===== config.mk =====
export PLATFORM = sky130hd
export DESIGN_NAME = mrpt_ctrl
export DESIGN_NICKNAME = d
export VERILOG_FILES = /design/src/rtl/mrpt_pkg.sv /design/src/rtl/mrpt_ctrl.sv
export SDC_FILE = /design/constraint.sdc
export NUM_CORES = 1
export LEC_CHECK = 0
export ABC_AREA = 1
export BUFFER_PORTS_ARGS = -buffer_cell sky130_fd_sc_hd__buf_2
export CORE_MARGIN = 2
export CORE_UTILIZATION = 45
export CTS_CLUSTER_DIAMETER = 150
export DETAILED_ROUTE_END_ITERATION = 16
export HOLD_SLACK_MARGIN = 0.15
export PLACE_DENSITY = 0.83
export SETUP_SLACK_MARGIN = 0.4
export SYNTH_ARGS = -nofsm -noshare
export SYNTH_HDL_FRONTEND = slang
export SYNTH_SLANG_ARGS = --single-unit

===== constraint.sdc =====
create_clock -name clk -period 2.55 [get_ports clk]
set_input_delay 0.255 -clock clk [delete_from_list [all_inputs] [get_ports clk]]
set_output_delay 0.255 -clock clk [all_outputs]
set_load 0.05 [all_outputs]

===== src/rtl/mrpt_pkg.sv =====
// ----------------------------------------------------------------------------
// mrpt_pkg
// shared constants, types and witness table for the primality tester
// ----------------------------------------------------------------------------
package mrpt_pkg;

  localparam int MaxWordBits     = 64;
  localparam int MaxWitnessCount = 13;
  localparam int CandBits        = 64;

  // datapath operations
  localparam logic [2:0] OP_NONE  = 3'd0;
  localparam logic [2:0] OP_LOAD  = 3'd1;  // load n, d = n-1
  localparam logic [2:0] OP_SPLIT = 3'd2;  // d >>= 1, s++
  localparam logic [2:0] OP_WIT   = 3'd3;  // base = a, acc = 1, e = d
  localparam logic [2:0] OP_MULA  = 3'd4;  // acc = acc*base
  localparam logic [2:0] OP_SQB   = 3'd5;  // base = base*base, e >>= 1
  localparam logic [2:0] OP_SQA   = 3'd6;  // acc = acc*acc, round++

  typedef struct packed {
    logic [2:0] op;
    logic [3:0] widx;
  } mrpt_cmd_t;

  typedef struct packed {
    logic done;        // multiply finished
    logic busy;
    logic n_small;     // n < 2
    logic n_tiny;      // n == 2 or 3
    logic n_even;
    logic d_even;
    logic wit_ge_n;
    logic e_zero;
    logic e_odd;
    logic acc_one;
    logic acc_nm1;
    logic round_last;  // round >= s
  } mrpt_sts_t;

  function automatic logic [5:0] witness_of(input logic [3:0] i);
    case (i)
      4'd0:  witness_of = 6'd2;
      4'd1:  witness_of = 6'd3;
      4'd2:  witness_of = 6'd5;
      4'd3:  witness_of = 6'd7;
      4'd4:  witness_of = 6'd11;
      4'd5:  witness_of = 6'd13;
      4'd6:  witness_of = 6'd17;
      4'd7:  witness_of = 6'd19;
      4'd8:  witness_of = 6'd23;
      4'd9:  witness_of = 6'd29;
      4'd10: witness_of = 6'd31;
      4'd11: witness_of = 6'd37;
      4'd12: witness_of = 6'd41;
      default: witness_of = 6'd41;
    endcase
  endfunction

endpackage


===== src/rtl/mrpt_ctrl.sv =====
// ----------------------------------------------------------------------------
// mrpt_ctrl
// sequencer over split, witnesses, exponentiation and squaring rounds
// ----------------------------------------------------------------------------
module mrpt_ctrl #(
  parameter int WITNESS_COUNT = mrpt_pkg::MaxWitnessCount
) (
  input  logic                clk,
  input  logic                rst_n,
  input  logic                in_valid,
  output logic                in_stall,
  output logic                out_valid,
  input  logic                out_stall,
  output logic                out_prime_flag,
  input  mrpt_pkg::mrpt_sts_t sts,
  output mrpt_pkg::mrpt_cmd_t cmd
);
  import mrpt_pkg::*;

  localparam logic [3:0] S_IDLE  = 4'd0;
  localparam logic [3:0] S_SPLIT = 4'd1;
  localparam logic [3:0] S_WIT   = 4'd2;
  localparam logic [3:0] S_CHKW  = 4'd3;
  localparam logic [3:0] S_EXP   = 4'd4;
  localparam logic [3:0] S_WMUL  = 4'd5;
  localparam logic [3:0] S_SQB   = 4'd6;
  localparam logic [3:0] S_WSQB  = 4'd7;
  localparam logic [3:0] S_TEST  = 4'd8;
  localparam logic [3:0] S_SQA   = 4'd9;
  localparam logic [3:0] S_WSQA  = 4'd10;
  localparam logic [3:0] S_NEXT  = 4'd11;
  localparam logic [3:0] S_OUT   = 4'd12;

  logic [3:0] st_r, st_nxt;
  logic [3:0] w_r, w_nxt;
  logic       res_r, res_nxt;
  logic       ov_r, ov_nxt;

  assign in_stall       = (st_r != S_IDLE) || ov_r;
  assign out_valid      = ov_r;
  assign out_prime_flag = res_r;

  always_comb begin
    st_nxt = st_r; w_nxt = w_r; res_nxt = res_r; ov_nxt = ov_r;
    cmd.op = OP_NONE; cmd.widx = w_r;
    if (ov_r && !out_stall) ov_nxt = 1'b0;
    case (st_r)
      S_IDLE: if (in_valid && !ov_r) begin
        if (sts.n_small || sts.n_even || sts.n_tiny) begin
          res_nxt = sts.n_tiny;
          ov_nxt  = 1'b1;
        end else begin
          cmd.op = OP_LOAD;
          st_nxt = S_SPLIT;
        end
      end
      S_SPLIT: begin
        if (sts.d_even) cmd.op = OP_SPLIT;
        else begin
          w_nxt  = '0;
          st_nxt = S_CHKW;
        end
      end
      S_CHKW: begin
        if (sts.wit_ge_n) st_nxt = S_NEXT;
        else begin
          cmd.op = OP_WIT;
          st_nxt = S_EXP;
        end
      end
      S_EXP: begin
        if (sts.e_zero) st_nxt = S_TEST;
        else if (sts.e_odd) begin
          cmd.op = OP_MULA;
          st_nxt = S_WMUL;
        end else st_nxt = S_SQB;
      end
      S_WMUL: if (sts.done) st_nxt = S_SQB;
      S_SQB: begin
        cmd.op = OP_SQB;
        st_nxt = S_WSQB;
      end
      S_WSQB: if (sts.done) st_nxt = S_EXP;
      S_TEST: begin
        if (sts.acc_one || sts.acc_nm1) st_nxt = S_NEXT;
        else st_nxt = S_SQA;
      end
      S_SQA: begin
        if (sts.round_last) begin
          res_nxt = 1'b0;
          st_nxt  = S_OUT;
        end else begin
          cmd.op = OP_SQA;
          st_nxt = S_WSQA;
        end
      end
      S_WSQA: if (sts.done) st_nxt = sts.acc_nm1 ? S_NEXT : S_SQA;
      S_NEXT: begin
        if (w_r == 4'(WITNESS_COUNT - 1)) begin
          res_nxt = 1'b1;
          st_nxt  = S_OUT;
        end else begin
          w_nxt  = w_r + 1'b1;
          st_nxt = S_CHKW;
        end
      end
      S_OUT: if (!ov_r) begin
        ov_nxt = 1'b1;
        st_nxt = S_IDLE;
      end
      default: st_nxt = S_IDLE;
    endcase
  end

  // S_WIT kept unused as a spare code
  always_ff @(posedge clk) begin
    if (!rst_n) begin
      st_r <= S_IDLE; w_r <= '0; res_r <= 1'b0; ov_r <= 1'b0;
    end else begin
      st_r <= (st_nxt == S_WIT) ? S_IDLE : st_nxt;
      w_r <= w_nxt; res_r <= res_nxt; ov_r <= ov_nxt;
    end
  end

  assert property (@(posedge clk) disable iff (!rst_n) (st_r != S_IDLE) |-> in_stall)
    else $error("accepting while busy");
  assert property (@(posedge clk) disable iff (!rst_n)
    (st_r == S_WMUL || st_r == S_WSQB || st_r == S_WSQA) |-> (sts.busy || sts.done))
    else $error("waiting on idle multiplier");
  assert property (@(posedge clk) disable iff (!rst_n)
    (st_r != S_IDLE && st_r != S_SPLIT) |-> w_r < 4'(WITNESS_COUNT))
    else $error("witness index out of range");

endmodule


==> run metrics, run 1 <==
router iterations before antenna repair=4; setup repair after global routing missed its margin=false; post-synthesis instance total=143; relative slew slack=74.3%; post-layout worst setup margin=0.638 ns; Total Neg Setup Slack=0 ns; remaining design rule violation count=0; area growth from synthesis to layout=21.8%; wire length of the first global-routing pass=3480 microns; average routed wire per standard cell=10.9 microns; Initial Utilization=47.5%; number of distinct standard cells referenced by the synthesized netlist=19; crit path kind=register to output port; die boundary height=46.7 microns; share of the yosys chip area belonging to registers=24.4%; share of the clock period used by the worst path after layout=75.0%; Setup crit end=cmd[4]; crit path time final=1.91 ns; Max Root-Sink Buffers=2; status=finished clean; clk_skew=0.00283 ns; setup fix buffers added after clock tree synthesis=0; placeable core area=1730 sq um; launching point of the worst reg2reg path=st_r[2]; antenna violation net count after detailed routing=0; clock tree from TritonCTS=done; antenna cells=0; power per standard cell area=356 nW/um^2; endpoints failing hold=0; global router's overall resource usage=22.5%; register bit count reported by yosys=10; vias per cell=5.01; Die Area=2180 sq um; I/O pins=26; r2r endpoint=st_r[1]; Inserted Clock Buffers=3; total of max-cap violations=0; peak supply drop=324 uV; number of clock sinks=10; CP Launch Point=st_r[2]; leakage power total=0.560 nW; sum of net half-perimeters after detailed placement=1760 microns; mean post-synth cell area=5.73 sq um; maximum fanout count along the critical path=6; critical path arrival=1.66 ns; Post-Syn Nets=161; final count of negative-setup-slack endpoints=0; reg-to-reg setup timing slack=1.12 ns; H-Tree Level Count=1; insertion delay of the later-clocked pin in the worst-skew pair=0.27 ns; Port Buf Inserts=24; total vias in the final route=976; number of cells on the worst reg-to-reg path=8; row count=15; clock tree root buffer cell=sky130_fd_sc_hd__clkbuf_4; Routability Congestion=0.906; endpoint kind of the worst setup timing path=output port; synthesis warning total=0; Tightest Hold Check Type=input pin to register; die span in x=46.7 microns; sum of routed wire length over all layers=2120 microns; fraction of layout cells with a size suffix above 1=22.4%; Final #Nets=190; clock-pin transition on the worst setup and hold timing paths=0.06 ns; setup slack at placement=0.878 ns; max frequency=523 MHz; number of antenna violations at the first check in global routing=0; post-synthesis instance area=820 sq um; slew of the pin with the lowest slew margin=0.385 ns; vias in the first global route=856; global route total overflow=0; maximum number of pins on one net before global-route repair=9; Startpoint Class=register; violation count after the first detailed-route iteration=27; number of pins exceeding their max-slew limit in the final report=0; worst path required time=2.30 ns
-- flip-flops by register name, summed over array words and instances, names as in the netlist --
signal          cells
out_valid           1
st_r                4
w_r                 4
out_prime_flag      1
-- what timing repair did --
action                                  in CTS  in global routing
resized for setup                            0                  2
endpoints found under the setup margin       0                  1
hold buffers                                 0                  0
-- report_power, final --
group | total (mW) | leakage [nW] | switching (mW) | internal (mW)
Clock | 0.107 | 0.0138 | 0.0524 | 0.0545
Combinational | 0.0827 | 0.465 | 0.0574 | 0.0253
Sequential | 0.166 | 0.0812 | 0.00440 | 0.161
Total | 0.355 | 0.560 | 0.114 | 0.241
-- final cells by class --
type                            count  area [sq um]
Clock buffer                        3          22.5
Fill cell                         195           728
Inverter                           19          71.3
Multi-Input combinational cell    114           553
Sequential cell                    10           200
Tap cell                           25          31.3
Timing Repair Buffer               24           120
-- worst min-delay path by stage --
stage	start	cells after the start	end
2_1_floorplan	rst_n	2	st_r[0]
3_3_place_gp	out_prime_flag	2	out_prime_flag
3_5_place_dp	out_prime_flag	2	out_prime_flag
4_1_cts	rst_n	3	st_r[0]
5_1_grt	rst_n	3	st_r[1]
6_report	rst_n	3	st_r[0]
-- stage by stage --
stage	hold slack [ns]	instances	total power, mW	cell area (sq um)	util [%]
detailed placement	0.485	192	0.252	971	56.2
CTS	0.250	195	0.357	993	57.5
global route	0.271	195	0.373	998	57.8
global placement	0.462	192	0.249	971	56.2
finish	0.245	195	0.355	998	57.8
floorplan	0.353	143	0.224	820	-
-- Yosys cell counts --
| cell | count | share of area (%) |
|---|---|---|
| sky130_fd_sc_hd__a21oi_1 | 5 | 3.1 |
| sky130_fd_sc_hd__a31oi_1 | 1 | 0.76 |
| sky130_fd_sc_hd__dfxtp_1 | 10 | 24 |
| sky130_fd_sc_hd__ha_1 | 2 | 3.1 |
| sky130_fd_sc_hd__inv_1 | 18 | 8.2 |
| sky130_fd_sc_hd__inv_2 | 1 | 0.46 |
| sky130_fd_sc_hd__nand2_1 | 39 | 18 |
| sky130_fd_sc_hd__nand2_2 | 4 | 3.1 |
| sky130_fd_sc_hd__nand3_1 | 21 | 13 |
| sky130_fd_sc_hd__nand3_2 | 1 | 1.2 |
| sky130_fd_sc_hd__nand3b_1 | 3 | 2.7 |
| sky130_fd_sc_hd__nand4_1 | 1 | 0.76 |
| sky130_fd_sc_hd__nor2_1 | 24 | 11 |
| sky130_fd_sc_hd__nor2_2 | 1 | 0.76 |
| sky130_fd_sc_hd__nor2_4 | 2 | 2.7 |
| sky130_fd_sc_hd__nor3_1 | 3 | 1.8 |
| sky130_fd_sc_hd__o21ai_0 | 5 | 3.1 |
| sky130_fd_sc_hd__xnor2_1 | 1 | 1.1 |
| sky130_fd_sc_hd__xor2_1 | 1 | 1.1 |
-- cells by family after synthesis --
kind of cell               share of synthesized area [%]
and+or+nand+nor                                     54.8
DFF                                                 24.4
adders and majority gates                           3.05
buffers and inverters                               8.70
AOI/OAI and AO/OA                                   6.87
xor gates and xnor gates                            2.14
-- routing by layer --
layer  global-route usage [%]  wire length (microns)  vias up
met5                        0                      0        -
li1                         -                      -      510
met3                     2.35                    133        7
met4                     11.7                     58        0
met2                     38.1                   1030       33
met1                     27.7                    898      426
-- cell usage in the layout (no fill, tap or decap) --
master	instances
sky130_fd_sc_hd__nor2_4	2
sky130_fd_sc_hd__o21ai_0	5
sky130_fd_sc_hd__nand3_1	21
sky130_fd_sc_hd__clkbuf_4	3
sky130_fd_sc_hd__xor2_1	1
sky130_fd_sc_hd__nand2_2	4
sky130_fd_sc_hd__nor3_1	3
sky130_fd_sc_hd__dfxtp_1	10
sky130_fd_sc_hd__nand2_1	39
sky130_fd_sc_hd__nand3b_1	3
sky130_fd_sc_hd__ha_1	2
sky130_fd_sc_hd__a21oi_1	5
sky130_fd_sc_hd__nand4_1	1
sky130_fd_sc_hd__inv_1	18
sky130_fd_sc_hd__a31oi_1	1
sky130_fd_sc_hd__inv_2	1
sky130_fd_sc_hd__nand3_2	1
sky130_fd_sc_hd__nor2_2	3
sky130_fd_sc_hd__xnor2_1	1
sky130_fd_sc_hd__nor2_1	22
sky130_fd_sc_hd__buf_2	24
-- critical path, cell delays in order (launching register included) --
cell                      delay [ns]
sky130_fd_sc_hd__dfxtp_1        0.47
sky130_fd_sc_hd__inv_1          0.09
sky130_fd_sc_hd__nor2_1         0.32
sky130_fd_sc_hd__nand2_2        0.14
sky130_fd_sc_hd__nand3_1        0.11
sky130_fd_sc_hd__buf_2          0.26
No activity file was read; power rests on OpenSTA's default activity.
==> run 2: changes to the inputs <==
--- a/config.mk
+++ b/config.mk
@@ -5,14 +5,14 @@
 export SDC_FILE = /design/constraint.sdc
 export NUM_CORES = 1
 export LEC_CHECK = 0
-export ABC_AREA = 1
+export ABC_AREA = 0
 export BUFFER_PORTS_ARGS = -buffer_cell sky130_fd_sc_hd__buf_2
 export CORE_MARGIN = 2
 export CORE_UTILIZATION = 45
 export CTS_CLUSTER_DIAMETER = 150
 export DETAILED_ROUTE_END_ITERATION = 16
 export HOLD_SLACK_MARGIN = 0.15
-export PLACE_DENSITY = 0.83
+export PLACE_DENSITY = 0.82
 export SETUP_SLACK_MARGIN = 0.4
 export SYNTH_ARGS = -nofsm -noshare
 export SYNTH_HDL_FRONTEND = slang
==> constraint.sdc (replaced) <==
create_clock -name clk -period 1.85 [get_ports clk]
set_input_delay 0.185 -clock clk [delete_from_list [all_inputs] [get_ports clk]]
set_output_delay 0.185 -clock clk [all_outputs]
set_load 0.05 [all_outputs]
==> run 2 against run 1 <==
The run now ends with setup timing left. Via count is 35% higher. Hold slack better by 0.0084 ns. Die area is 4.7% higher. Register-to-register slack worse by 1.4 ns. First-iteration DRC count grew to 3.1 times the previous value. Non-clock buffer count is 48 higher. Highest routed layer unchanged.
==> run metrics, run 2 <==
average routed wire per standard cell=23.5 microns; max frequency=462 MHz; total of max-cap violations=0; share of total power consumed by net switching=44.3%; number of antenna violations at the first check in global routing=0; endpoint kind of the worst setup timing path=register; number of pins exceeding their max-slew limit in the final report=0; row count=15; antenna violation net count after detailed routing=0; post-layout worst setup margin=-0.315 ns; slew of the pin with the lowest slew margin=0.544 ns; post-route design area=1650 sq um; Die Area=2280 sq um; vias per cell=6.44; crit path time final=2.16 ns; Port Buf Inserts=24; maximum number of pins on one net before global-route repair=12; area growth from synthesis to layout=90.9%; global router's overall resource usage=34.8%; Fill cells=62; violations in the final reports=setup timing; share of the clock period used by the worst path after layout=117%; Final #Nets=198; minimum hold slack=0.254 ns; insertion delay of the later-clocked pin in the worst-skew pair=0.28 ns; Max Root-Sink Buffers=2; CP max stage cell=sky130_fd_sc_hd__or4_4; Routability Congestion=0.895; router iterations before antenna repair=5; wire length of the first global-routing pass=5360 microns; sum of net half-perimeters after detailed placement=2350 microns; instance area at placement=1340 sq um; register bit count reported by yosys=10; part of the power in the clock network=8.5%; die boundary height=47.8 microns; post-synth top area cell=sky130_fd_sc_hd__dfxtp_1; Cell Chain, Critical Path=buf_12 > nor3b_2 > nand2b_1 > a31oi_2 > nor4_4 > or4_4 > mux2i_1; H-Tree Level Count=1; status=complete, but fails checks; Post-synth top flop=sky130_fd_sc_hd__dfxtp_1; cell with the most instances after synthesis=sky130_fd_sc_hd__dfxtp_1; Power, Total=2.44 mW; largest cells by area after synthesis=sky130_fd_sc_hd__dfxtp_1 (23%), sky130_fd_sc_hd__a21oi_1 (5.2%), sky130_fd_sc_hd__nand2b_1 (5.1%); Initial Utilization=48.9%; Comb power frac=77.8%; CP Launch Point=st_r[3]; total vias in the final route=1314; commonest cells after routing, fill and taps aside=sky130_fd_sc_hd__buf_4 (34), sky130_fd_sc_hd__buf_2 (20), sky130_fd_sc_hd__buf_6 (14); synthesis warning total=0; clock tree root buffer cell=sky130_fd_sc_hd__clkbuf_4; Inserted Clock Buffers=3; number of clock sinks=10; endpoints failing hold=0; sequential cell fraction of total power=13.7%; peak supply drop=1070 uV; Tightest Hold Check Type=input pin to register; violation count after the first detailed-route iteration=85; Switch Pwr=1.08 mW; clock tree from TritonCTS=done; worst path required time=2.04 ns; launching point of the worst reg2reg path=st_r[3]; relative slew slack=63.4%; final count of negative-setup-slack endpoints=9; Hold Startpoint=rst_n; Post-Syn Nets=126; largest registers ranked by flip-flop count=st_r: 4 flops, w_r: 4 flops; number of distinct standard cells referenced by the synthesized netlist=50; proportion of synthesized flip-flops having asynchronous set or reset=0%; CP max stage delay=0.57 ns; mean post-synth cell area=7.98 sq um; number of flops mapped to enable cells by yosys=0; vias in the first global route=1185; power per standard cell area=1480 nW/um^2; die span in x=47.8 microns; Startpoint Class=register; share of the yosys chip area belonging to registers=23.2%; Total Neg Setup Slack=-1.70 ns; post-synthesis instance area=862 sq um; leading cell type in the layout, fill and taps excluded=sky130_fd_sc_hd__buf_4; clock-pin transition on the worst setup and hold timing paths=0.07 ns; commonest cells in the netlist=sky130_fd_sc_hd__dfxtp_1 (10), sky130_fd_sc_hd__a21oi_1 (9), sky130_fd_sc_hd__nand2b_1 (7); critical path arrival=2.36 ns; setup slack at placement=-0.271 ns; fraction of layout cells with a size suffix above 1=65.4%; Post-CTS Hold Fix Bufs=0; global route total overflow=0; antenna cells=0; placeable core area=1760 sq um; remaining design rule violation count=0; clk_skew=0.00126 ns; leakage power total=0.732 nW; post-synthesis instance total=108; sum of routed wire length over all layers=4790 microns; setup repair after global routing missed its margin=true; crit path kind=register to register; cell internal power dissipation=1.36 mW; portion of synthesized cell area occupied by the leading cell type=23.2%; I/O pins=26; maximum fanout count along the critical path=6
[run 2: cell types whose count changed after synthesis, moves of 3 or more]
cell                       change
sky130_fd_sc_hd__o31ai_1       +3
sky130_fd_sc_hd__mux2i_1       +4
sky130_fd_sc_hd__a21oi_1       +4
sky130_fd_sc_hd__nand2b_1      +7
sky130_fd_sc_hd__inv_1        -13
sky130_fd_sc_hd__nand2_1      -34
sky130_fd_sc_hd__nor2_1       -19
sky130_fd_sc_hd__nand3_1      -17
sky130_fd_sc_hd__nand2_2       -3
[run 2: path summary, 6_finish.rpt]
path | cells after the start | to | slack [ns]
worst max-delay path | 7 | w_r[0] | -0.31
worst min-delay path | 2 | out_valid | 0.25
worst max register to register | 7 | w_r[0] | -0.31
worst min register to register | 2 | w_r[3] | 0.54
[run 2: power groups by stage]
| stage | combinational (mW) | clock (mW) | sequential, mW |
|---|---|---|---|
| 2_1_floorplan | 0.631 | 0 | 0.358 |
| 3_3_place_gp | 1.25 | 0 | 0.320 |
| 3_5_place_dp | 1.29 | 0 | 0.326 |
| 4_1_cts | 1.63 | 0.205 | 0.318 |
| 5_1_grt | 1.94 | 0.212 | 0.333 |
| 6_report | 1.90 | 0.208 | 0.333 |
[run 2: metal layers]
layer	vias to the layer above	share of wire (%)	track usage [%]
met1	581	33	37.2
met4	0	8.2	17.8
met2	137	47	66.4
met5	-	0	0
met3	52	11	3.40
li1	544	-	-
[run 2: stage by stage]
stage | std cells | util, %
after floorplan | 108 | -
after global placement | 187 | 75.8
after detailed placement | 187 | 75.8
after CTS | 198 | 87.9
after global routing | 204 | 93.3
final | 204 | 93.3
[run 2: repair_timing]
action                     in CTS  in global routing
setup endpoints to repair      14                 14
pin swaps                       6                  8
cloned                          0                  0
buffers inserted                7                  6
gates resized for setup        33                 13
[run 2: kinds of logic (layout without fill, tap and decap cells)]
logic type	count (synthesis)	count (layout)	share of synthesized area (%)
AND/OR/NAND/NOR	47	47	35.3
AO/OA/AOI/OAI	32	32	25.8
buffers and inverters	11	82	5.80
flip-flops	10	10	23.2
multiplexers	5	5	5.95
adder cells (fa/ha/maj)	2	2	2.90
XOR/XNOR	1	1	1.02
[run 2: layout make-up]
class | count | area, sq um | area share, %
sequential | 10 | 220 | 13.4
inverter | 6 | 25.0 | 1.52
multi-input combinational | 87 | 754 | 45.9
timing repair buffer | 72 | 578 | 35.1
tap | 25 | 31.3 | 1.90
clock buffer | 4 | 36.3 | 2.21
[run 2: critical path, delay by kind of cell, from the launching register on]
kind            cells  cell delay, ns
compound gates      1            0.30
buf+inv             1            0.11
flops               1            0.37
mux                 1            0.21
simple gates        4            1.10
